`src/design/sensor_calibration_compensation_macros.svh`:
```
// Assertion macros for the sensor calibration compensation block.
// Included by files that carry concurrent checks; empty when SYNTH is set.
`ifndef SENSOR_CALIBRATION_COMPENSATION_MACROS_SVH
`define SENSOR_CALIBRATION_COMPENSATION_MACROS_SVH
`ifndef SYNTH
`define SCC_ASSERT_IMP(lbl, clk, rst, ante, cons) \
  lbl: assert property (@(posedge clk) disable iff (rst) (ante) |-> (cons)) \
    else $error("scc check failed");
`define SCC_ASSERT_NXT(lbl, clk, rst, ante, cons) \
  lbl: assert property (@(posedge clk) disable iff (rst) (ante) |=> (cons)) \
    else $error("scc check failed");
`else
`define SCC_ASSERT_IMP(lbl, clk, rst, ante, cons)
`define SCC_ASSERT_NXT(lbl, clk, rst, ante, cons)
`endif
`endif

```
`src/design/scc_pkg.sv`:
```
// Shared types, constants and arithmetic helpers for the compensation block.
// No dependencies.
`timescale 1ns / 1ps
`default_nettype none
package scc_pkg;

  typedef enum logic [2:0] {
    CFG_TEMP_CAL   = 3'd0,
    CFG_PRESS_LOW  = 3'd1,
    CFG_PRESS_HIGH = 3'd2,
    CFG_PRESS_LAST = 3'd3,
    CFG_HUM_CAL    = 3'd4,
    CFG_FINE_OFF   = 3'd5
  } cfg_idx_t;

  localparam int TEMP_MIN  = -4000;
  localparam int TEMP_MAX  = 8500;
  localparam int HUM_MAX   = 419430400;
  localparam int PRESS_MAX = 33554431;
  localparam int DIV_BITS  = 64;

  typedef struct packed {
    logic [47:0] t_cal;
    logic [63:0] p_lo;
    logic [63:0] p_hi;
    logic [15:0] p_last;
    logic [63:0] h_cal;
    logic [19:0] t_off;
  } cfg_t;

  typedef struct packed {
    logic        neg;
    logic        zero;
    logic [14:0] tc;
    logic [16:0] hum;
  } side_t;

  typedef struct packed {
    logic [63:0] un;
    logic [63:0] ud;
    side_t       sd;
  } fd_t;

  typedef struct packed {
    logic [63:0] q;
    side_t       sd;
  } db_t;

  typedef struct packed {
    logic [14:0] tc;
    logic [24:0] press;
    logic        pvld;
    logic [16:0] hum;
  } out_item_t;

  typedef struct packed {
    logic full;
    logic empty;
  } skid_stat_t;

  function automatic logic [31:0] sra32(input logic [31:0] x, input int unsigned n);
    return 32'($signed(x) >>> n);
  endfunction

  function automatic logic [63:0] sra64(input logic [63:0] x, input int unsigned n);
    return 64'($signed(x) >>> n);
  endfunction

  function automatic logic [63:0] sx16(input logic [15:0] v);
    return {{48{v[15]}}, v};
  endfunction

  // low 64 bits of a times signed 16-bit b
  function automatic logic [63:0] mul64s16(input logic [63:0] a, input logic [15:0] b);
    logic [79:0] p;
    p = {16'b0, a} * {64'b0, b};
    return p[63:0] - (b[15] ? {a[47:0], 16'b0} : 64'b0);
  endfunction

endpackage
`default_nettype wire

```
`src/design/scc_skid.sv`:
```
// Two-entry output buffer between the pipeline and the result channel.
// Full is registered so the pipeline advance does not wait on tready. Uses scc_pkg.
`timescale 1ns / 1ps
`default_nettype none
module scc_skid import scc_pkg::*; (
  input  wire logic      clk,
  input  wire logic      rst,
  input  wire logic      push,
  input  wire out_item_t din,
  input  wire logic      pop,
  output logic           dout_vld,
  output out_item_t      dout,
  output skid_stat_t     stat
);

  out_item_t   buf_q [0:1];
  logic        wptr, rptr;
  logic [1:0]  cnt;
  logic        do_pop;

  assign do_pop = pop && (cnt != 2'd0);

  always_ff @(posedge clk) begin
    if (rst) begin
      wptr <= 1'b0;
      rptr <= 1'b0;
      cnt  <= 2'd0;
    end else begin
      if (push) begin
        wptr <= ~wptr;
      end
      if (do_pop) begin
        rptr <= ~rptr;
      end
      cnt <= cnt + {1'b0, push} - {1'b0, do_pop};
    end
  end

  always_ff @(posedge clk) begin
    if (push) begin
      buf_q[wptr] <= din;
    end
  end

  assign dout_vld   = (cnt != 2'd0);
  assign dout       = buf_q[rptr];
  assign stat.full  = (cnt == 2'd2);
  assign stat.empty = (cnt == 2'd0);

endmodule
`default_nettype wire

```
`config.mk`:
```
export PLATFORM = sky130hd
export DESIGN_NAME = scc_skid
export DESIGN_NICKNAME = d
export VERILOG_FILES = /design/src/design/sensor_calibration_compensation_macros.svh /design/src/design/scc_pkg.sv /design/src/design/scc_skid.sv
export SDC_FILE = /design/constraint.sdc
export NUM_CORES = 1
export LEC_CHECK = 0
export BUFFER_PORTS_ARGS = -buffer_cell sky130_fd_sc_hd__buf_4
export CELL_PAD_IN_SITES_DETAIL_PLACEMENT = 1
export CELL_PAD_IN_SITES_GLOBAL_PLACEMENT = 2
export CORE_MARGIN = 5
export CORE_UTILIZATION = 31
export CTS_BUF_LIST = sky130_fd_sc_hd__clkbuf_16
export DETAILED_ROUTE_END_ITERATION = 8
export PLACE_DENSITY = 0.77
export SYNTH_ARGS = -nofsm -noshare
export SYNTH_HDL_FRONTEND = slang
export SYNTH_SLANG_ARGS = --single-unit
```
`constraint.sdc`:
```
create_clock -name clk -period 5.1 [get_ports clk]
set_input_delay 1.02 -clock clk [delete_from_list [all_inputs] [get_ports clk]]
set_output_delay 1.02 -clock clk [all_outputs]
set_load 0.02 [all_outputs]
```
==> results.yml, run 1 <==
status:
  outcome: "completed"
synth:
  synth_top_family_by_area: "multiplexers"
  synth-xor-area-share_pct: 0.694
  syn-instance-count: 204
  ys_warn_count: 0
  synth-simple-area-share_pct: 1.08
  synth_compound_area_share_pct: 0.167
  synthAdderAreaFrac_pct: 0.555
  synth_area_um2: 4510
  syn_avg_cell_area_um2: 22.1
  ys_seq_area_share_pct: 79.5
  synthMuxAreaShare_pct: 16.7
  synth_nets: 268
  synthDistinctLibCells: 15
  ys_ff_latch: 121
die:
  die_x_um: 131
  die_height_um: 131
  core.rowCount: 44
  die_area_um2: 17000
  pin_count: 123
  start_util_pct: 31.4
  core_um2: 14400
final_layout:
  drive_above_1_share_pct: 60.2
  antenna_cells: 0
  layout_common_cells: "buf_4 (124), edfxtp_1 (116), mux2_2 (40), mux2_4 (20), clkbuf_16 (17)"
  layout_commonest_cell: "buf_4"
  area_delta_synth_final_pct: 36.5
  fill_cells: 1389
  fin_nets: 405
placed_design:
  post-dp-hpwl_um: 5920
  routabilityCongestion: 0.685
  dp_slack_ps: 2310
  portBuffers: 122
setup_path:
  crit_type: "reg -> out"
  crit_fanout: 58
  startpoint_type: "flip-flop"
  cp.required_ps: 4080
  worstSetupEndpointType: "output pin"
  worstPathArrival_ps: 1970
  cpPeakStageDelay_ps: 880
  crit_chain: "mux2_2, buf_4"
  crit_slowest_cell: "dfxtp_4"
clock_tree:
  tritoncts: "done"
  cts_buffers: 17
  insertion_delay_ps: 400
  cts_setup_buffers: 0
  cts_sinks: 121
  cts-htree-levels: 4
  clkTransAtPathRegs_ps: 50
  cts_root_buf: "clkbuf_16"
  cts_resized: 0
  ctsHoldBuffers: 0
  clockBufferDepth: 2
route:
  via_per_inst: 4.26
  vias: 2293
  routed_wirelength_um: 8780
  drtIter0Drc: 112
  wire_per_inst_um: 16.3
  antenna_left: 0
  drc: 0
  drt_first_pass_iters: 4
sta:
  slew-limit-headroom_pct: 39.0
  rsz0062_at_grt: "no"
  setup_viol: 0
  period_share_pct: 58.7
  slew_viol_final: 0
  period_minus_slack_ps: 2990
  tightest_slew_ps: 915
  fin_ws_ps: 2110
  skew_ps: 4.96
  fin_tns_setup_ps: 0
  hold_viol: 0
  fmax_mhz: 334
grt:
  antenna_found_initial: 0
  grt_pass1_wl_um: 13200
  grt_use_total_pct: 10.6
  grt_pass1_vias: 2569
  globalRoute.totalOverflow: 0
  grt_max_degree: 59
worst_hold_path:
  hp-class: "reg -> reg"
power_and_ir_drop:
  p_leak_nw: 2.36
  ir_worst_vdd_uv: 274
  cellPowerDensity_nw_per_um2: 476
job:
  maxCapViolCount: 0
## synthesized netlist by cell type
library cell	number	area share [%]
and2_1	1	0.14
buf_2	3	0.33
buf_6	3	0.75
dfxtp_1	5	2.2
edfxtp_1	116	77
ha_1	2	0.56
inv_1	3	0.25
mux2_2	40	10
mux2_4	20	6.7
nor2_1	3	0.25
nor2b_1	4	0.56
o21a_1	1	0.17
or2_2	1	0.14
xnor2_1	1	0.19
xnor3_1	1	0.50
## metrics by stage
stage	utilization, %	hold slack, ps	std cells	power (mW)	instance area (um^2)
after floorplan	-	496	204	1.66	4510
final	42.8	577	538	2.93	6150
after CTS	42.8	588	538	2.99	6150
after global placement	39.2	564	506	1.92	5630
after detailed placement	39.2	573	506	1.93	5630
after global routing	42.8	623	538	3.07	6150
## routing by layer
layer | global-route usage [%] | vias up | routed length, um
met5 | 0 | - | 0
li1 | - | 1075 | -
met1 | 11.5 | 1118 | 3370
met2 | 17.7 | 86 | 4480
met3 | 5.00 | 14 | 763
met4 | 5.08 | 0 | 163
## cell type report
type	count	area [um^2]	share of cell area (%)
well taps	184	230	3.74
multi-input cells	74	872	14.2
flip-flops and latches	121	3590	58.3
clock inverters	15	93.8	1.53
clock buffers	17	425	6.92
inverters	3	11.3	0.183
repair buffers	124	931	15.1
## worst paths after layout
path / from / end / slack (ps) / cells after the start
worst max-delay path: flip-flop / dout[21] / 2110 / 2
worst min-delay path: wptr$_SDFFE_PP0P_ / wptr$_SDFFE_PP0P_ / 580 / 2
worst max register to register: wptr$_SDFFE_PP0P_ / buf_q[1][36]$_DFFE_PP_ / 3180 / 2
worst min register to register: wptr$_SDFFE_PP0P_ / wptr$_SDFFE_PP0P_ / 580 / 2
## cells by family (layout without fill, tap and decap cells)
logic type | count (synthesis) | in the layout
xor gates and xnor gates | 2 | 2
AOI/OAI and AO/OA | 1 | 1
buffers and inverters | 9 | 159
muxes | 60 | 60
and+or+nand+nor | 9 | 9
adders and majority gates | 2 | 2
DFF | 121 | 121
## worst max-delay path: cells and delay by family, from the launching register on
| kind | cells | cell delay, ps |
|---|---|---|
| flip-flops | 1 | 880 |
| buffers and inverters | 1 | 160 |
| multiplexers | 1 | 430 |
## power by group
part / switching (mW) / leakage, nW / internal (mW)
logic: 0.292 / 0.963 / 0.347
registers: 0.0811 / 1.13 / 1.17
clock network: 0.389 / 0.266 / 0.649
total: 0.762 / 2.36 / 2.17
## flip-flops by register name, indices dropped and copies added (netlist names), named ones only
signal  cells
rptr        1
buf_q     116
wptr        1
cnt         2
No activity file was read; power rests on OpenSTA's default activity.
==> run 2: changes to the inputs <==
Settings changed: PLACE_DENSITY 0.77 to 0.79.
Clock period 5.1 ns to 2.5 ns, I/O delays scaled along.
==> run 2 against run 1 <==
  * First-iteration DRC count shrank 31%
  * Core utilization is 0.53 points higher
  * Cell count up 0.56%
  * Critical path type unchanged
  * Global-route usage is 0.36 points higher
  * Largest cell class unchanged
  * Final area increased by 1.2%
  * Critical endpoint is now dout[29]
  * Combinational power rose by 120%
  * Power rose by 110%
  * Clock power increased by 100%
  * Clock-buffer cell count unchanged
  * Clock skew barely moved
  * Largest power group unchanged
  * Register-to-register slack got worse by 2200 ps
==> results.yml, run 2 (synthesis gave the netlist of run 1 again) <==
sta:
  holdWs_ps: 281
  fin_tns_setup_ps: 0
  hold_viol: 0
  slew_viol_final: 0
  skew_ps: 5.06
  fmax_mhz: 446
  rsz0062_at_grt: "no"
  setup_viol: 0
  tightest_slew_ps: 551
  period_share_pct: 89.7
  period_minus_slack_ps: 2240
  slew-limit-headroom_pct: 63.3
  fin_ws_ps: 258
grt:
  globalRoute.totalOverflow: 0
  antenna_found_initial: 0
  grt_pass1_wl_um: 13600
  grt_use_total_pct: 11.0
  grt_pass1_vias: 2626
  grt_max_degree: 41
die:
  core.rowCount: 44
  die_x_um: 131
  core_um2: 14400
  die_area_um2: 17000
  die_height_um: 131
  pin_count: 123
  start_util_pct: 31.4
clock_tree:
  cts-htree-levels: 4
  cts_setup_buffers: 0
  cts_root_buf: "clkbuf_16"
  cts_buffers: 17
  tritoncts: "done"
  clockBufferDepth: 2
  insertion_delay_ps: 400
  clkTransAtPathRegs_ps: 50
  ctsHoldBuffers: 0
  cts_sinks: 121
  cts_resized: 0
setup_path:
  worst-r2r-setup-slack_ps: 1010
  startpoint_type: "flip-flop"
  rr_startpoint: "wptr$_SDFFE_PP0P_"
  crit_fanout: 24
  crit_type: "reg -> out"
  worstSetupEndpointType: "output pin"
  regToRegEndpoint: "buf_q[1][3]$_DFFE_PP_"
  reg2regPathDepth: 2
  cp.required_ps: 2000
  worstPathArrival_ps: 1740
placed_design:
  routabilityCongestion: 0.662
  portBuffers: 122
  post-dp-hpwl_um: 6340
  dp.cells: 510
  dp_slack_ps: 626
power_and_ir_drop:
  p_leak_nw: 2.38
  seq_power_share_pct: 41.2
  cellPowerDensity_nw_per_um2: 969
  swShare_pct: 26.1
  p_clk_share_pct: 35.1
  p_comb_share_pct: 23.7
  ir_worst_vdd_uv: 619
  internal_power_mw: 4.46
  p_sw_mw: 1.57
final_layout:
  layout_commonest_cell: "buf_4"
  area_delta_synth_final_pct: 38.2
  fill_cells: 1395
  largest_reg_flops: 116
  final_cells: 541
  drive_above_1_share_pct: 60.8
  largest_register: "buf_q"
  reg_top3: "buf_q (116), cnt (2)"
  antenna_cells: 0
  fin_nets: 409
  layout_common_cells: "buf_4 (124), edfxtp_1 (116), mux2_2 (40), mux2_4 (20), clkbuf_16 (17)"
route:
  vias: 2319
  routed_wirelength_um: 9100
  wire_per_inst_um: 16.8
  via_per_inst: 4.29
  antenna_left: 0
  drc: 0
  drt_first_pass_iters: 3
  drtIter0Drc: 77
worst_hold_path:
  min_to: "buf_q[1][18]$_DFFE_PP_"
  hp-class: "in -> reg"
  min_delay_path_depth: 1
  holdCritStartpoint: "din[18]"
job:
  maxCapViolCount: 0
status:
  outcome: "completed"
run 2: cell count changes in the layout (fill, tap and decap cells not counted):
cell      before  now
buf_12         0    4
inv_1          5    3
clkinv_1       5    6
run 2: critical path, cell delays in order (launching register included):
cell	delay [ps]
dfxtp_4	560
buf_12	240
mux2_2	370
buf_4	160
run 2: worst max-delay path by stage:
| stage | startpoint | endpoint | slack [ps] | depth (start not counted) |
|---|---|---|---|---|
| after detailed placement | flip-flop | dout[29] | 630 | 3 |
| after floorplan | push | buf_q[0][0]$_DFFE_PP_ | 40 | 1 |
| final | flip-flop | dout[29] | 260 | 3 |
| after global placement | flip-flop | dout[29] | 630 | 3 |
| after global routing | flip-flop | dout[29] | 160 | 3 |
| after CTS | flip-flop | dout[29] | 180 | 3 |
run 2: stage by stage:
stage | utilization (%) | cell area [um^2] | total power, mW
6_report | 43.3 | 6230 | 6.03
5_1_grt | 43.3 | 6230 | 6.31
4_1_cts | 43.3 | 6230 | 6.14
3_5_place_dp | 39.8 | 5710 | 3.98
3_3_place_gp | 39.8 | 5710 | 3.95
2_1_floorplan | - | 4510 | 3.39
run 2: power groups by stage:
stage               Combinational [mW]  Sequential (mW)  Clock (mW)
floorplan                        0.924             2.46           0
global placement                  1.43             2.52           0
detailed placement                1.45             2.53           0
CTS                               1.47             2.49        2.18
global route                      1.53             2.50        2.28
finish                            1.43             2.49        2.12
run 2: area by class of cell:
cell class	count	area (um^2)	area share, %
flip-flops and latches	121	3590	57.6
repair buffers	128	1010	16.2
multi-input cells	74	872	14.0
clock buffers	17	425	6.83
well taps	184	230	3.70
clock inverters	14	90.1	1.45
inverters	3	11.3	0.181
run 2: metal layers:
layer / up-vias / share of wire (%) / track usage [%]
met1: 1143 / 37 / 11.4
met5: - / 0 / 0
met3: 12 / 8.2 / 4.67
met4: 0 / 1.7 / 5.44
met2: 79 / 53 / 19.1
li1: 1085 / - / -
==> run 3: changes to the inputs <==
Settings changed: CORE_UTILIZATION 31 to 30, PLACE_DENSITY 0.79 to 0.77.
==> run 3 against run 2 <==
  * Register-to-register slack better by 50 ps
  * Clock skew up 2.1 ps
  * First-iteration DRC count up 23%
  * Critical path depth unchanged
  * Sequential share of layout area down 0.25 points
  * Sequential power about the same
  * Wire length down 4.0%
  * Via count down 0.69%
  * Flip-flop and latch count unchanged
  * Cell count down 0.18%
  * Maximum frequency down 2.5%
  * Critical path type unchanged
  * Highest routed layer unchanged
==> results.yml, run 3 (synthesis gave the netlist of run 1 again) <==
route:
  routed_wirelength_um: 8740
  vias: 2303
  via_per_inst: 4.26
  drt_first_pass_iters: 4
  wire_per_inst_um: 16.2
  antenna_left: 0
  drtIter0Drc: 95
  drc: 0
placed_design:
  post-dp-hpwl_um: 5860
  routabilityCongestion: 0.662
  portBuffers: 122
final_layout:
  layout_commonest_cell: "buf_4"
  antenna_cells: 0
  fin_util_pct: 42.7
  reg_top3: "buf_q (116), cnt (2)"
  largest_register: "buf_q"
  area_delta_synth_final_pct: 38.8
  fin_nets: 407
  drive_above_1_share_pct: 60.7
  largest_reg_flops: 116
  layout_common_cells: "buf_4 (123), edfxtp_1 (116), mux2_2 (40), mux2_4 (20), clkbuf_16 (17)"
grt:
  grt_pass1_vias: 2648
  globalRoute.totalOverflow: 0
  antenna_found_initial: 0
  grt_pass1_wl_um: 13700
  grt_max_degree: 59
  grt_use_total_pct: 10.3
power_and_ir_drop:
  ir_worst_vdd_uv: 550
  p_leak_nw: 2.41
  cellPowerDensity_nw_per_um2: 993
die:
  die_area_um2: 17600
  pin_count: 123
  start_util_pct: 30.8
  core_um2: 14600
  die_height_um: 133
  die_x_um: 133
  core.rowCount: 44
setup_path:
  crit_fanout: 26
  worstPathArrival_ps: 1800
  crit_type: "reg -> out"
  cp.required_ps: 2000
  worstSetupEndpointType: "output pin"
  startpoint_type: "flip-flop"
job:
  maxCapViolCount: 0
sta:
  hold_viol: 0
  tightest_slew_ps: 387
  holdWs_ps: 282
  period_share_pct: 92.0
  setup_viol: 0
  rsz0062_at_grt: "no"
  fin_tns_setup_ps: 0
  slew-limit-headroom_pct: 74.2
  fmax_mhz: 435
  skew_ps: 7.16
  slew_viol_final: 0
  period_minus_slack_ps: 2300
clock_tree:
  ctsHoldBuffers: 0
  clockBufferDepth: 2
  cts_resized: 0
  cts-htree-levels: 4
  clkTransAtPathRegs_ps: 50
  tritoncts: "done"
  cts_root_buf: "clkbuf_16"
  insertion_delay_ps: 400
  cts_setup_buffers: 0
  cts_buffers: 17
  cts_sinks: 121
status:
  outcome: "completed"
worst_hold_path:
  hp-class: "in -> reg"
[run 3: cell types whose count changed in the layout (fill, tap and decap cells not counted), sizes merged]
cell | previous run | this run
bufinv | 1 | 3
clkinv | 12 | 7
buf | 128 | 126
inv | 3 | 7
[run 3: cell type report]
| class | instances | area (um^2) |
|---|---|---|
| Clock inverter | 15 | 145 |
| Multi-Input combinational cell | 74 | 872 |
| Timing Repair Buffer | 126 | 983 |
| Clock buffer | 17 | 425 |
| Tap cell | 184 | 230 |
| Sequential cell | 121 | 3590 |
| Fill cell | 1412 | 8390 |
| Inverter | 3 | 11.3 |
[run 3: final timing paths]
check                                       start                     end  depth (start not counted)  slack (ps)
worst max-delay path                    flip-flop                 dout[1]                          3         200
worst min-delay path                      din[15]  buf_q[1][15]$_DFFE_PP_                          1         280
worst max register to register  cnt[1]$_SDFF_PP0_       cnt[1]$_SDFF_PP0_                          6        1060
worst min register to register  wptr$_SDFFE_PP0P_       wptr$_SDFFE_PP0P_                          2         590
[run 3: per-stage QoR]
step           power (mW)  setup slack, ps  cell area, um^2  instances
2_1_floorplan        3.39             44.9             4510        204
3_3_place_gp         3.94              564             5680        508
3_5_place_dp         3.97              548             5680        508
4_1_cts              6.33              115             6250        540
5_1_grt              6.50             87.2             6250        540
6_report             6.21              200             6250        540
[run 3: report_power, final]
part | switching [mW] | internal, mW
registers | 0.101 | 2.39
clock network | 0.785 | 1.53
logic | 0.676 | 0.732
total | 1.56 | 4.65
[run 3: worst max-delay path, stage by stage, from the launching register on]
cell and delay (ps):
dfxtp_4 590, buf_4 290, mux2_2 360, buf_4 160
[run 3: layer usage]
| metal | vias up | GRT usage (%) | wire length (um) |
|---|---|---|---|
| met5 | - | 0 | 0 |
| met4 | 0 | 4.68 | 134 |
| met3 | 12 | 4.75 | 658 |
| met2 | 80 | 17.4 | 4520 |
| met1 | 1133 | 11.0 | 3430 |
| li1 | 1078 | - | - |
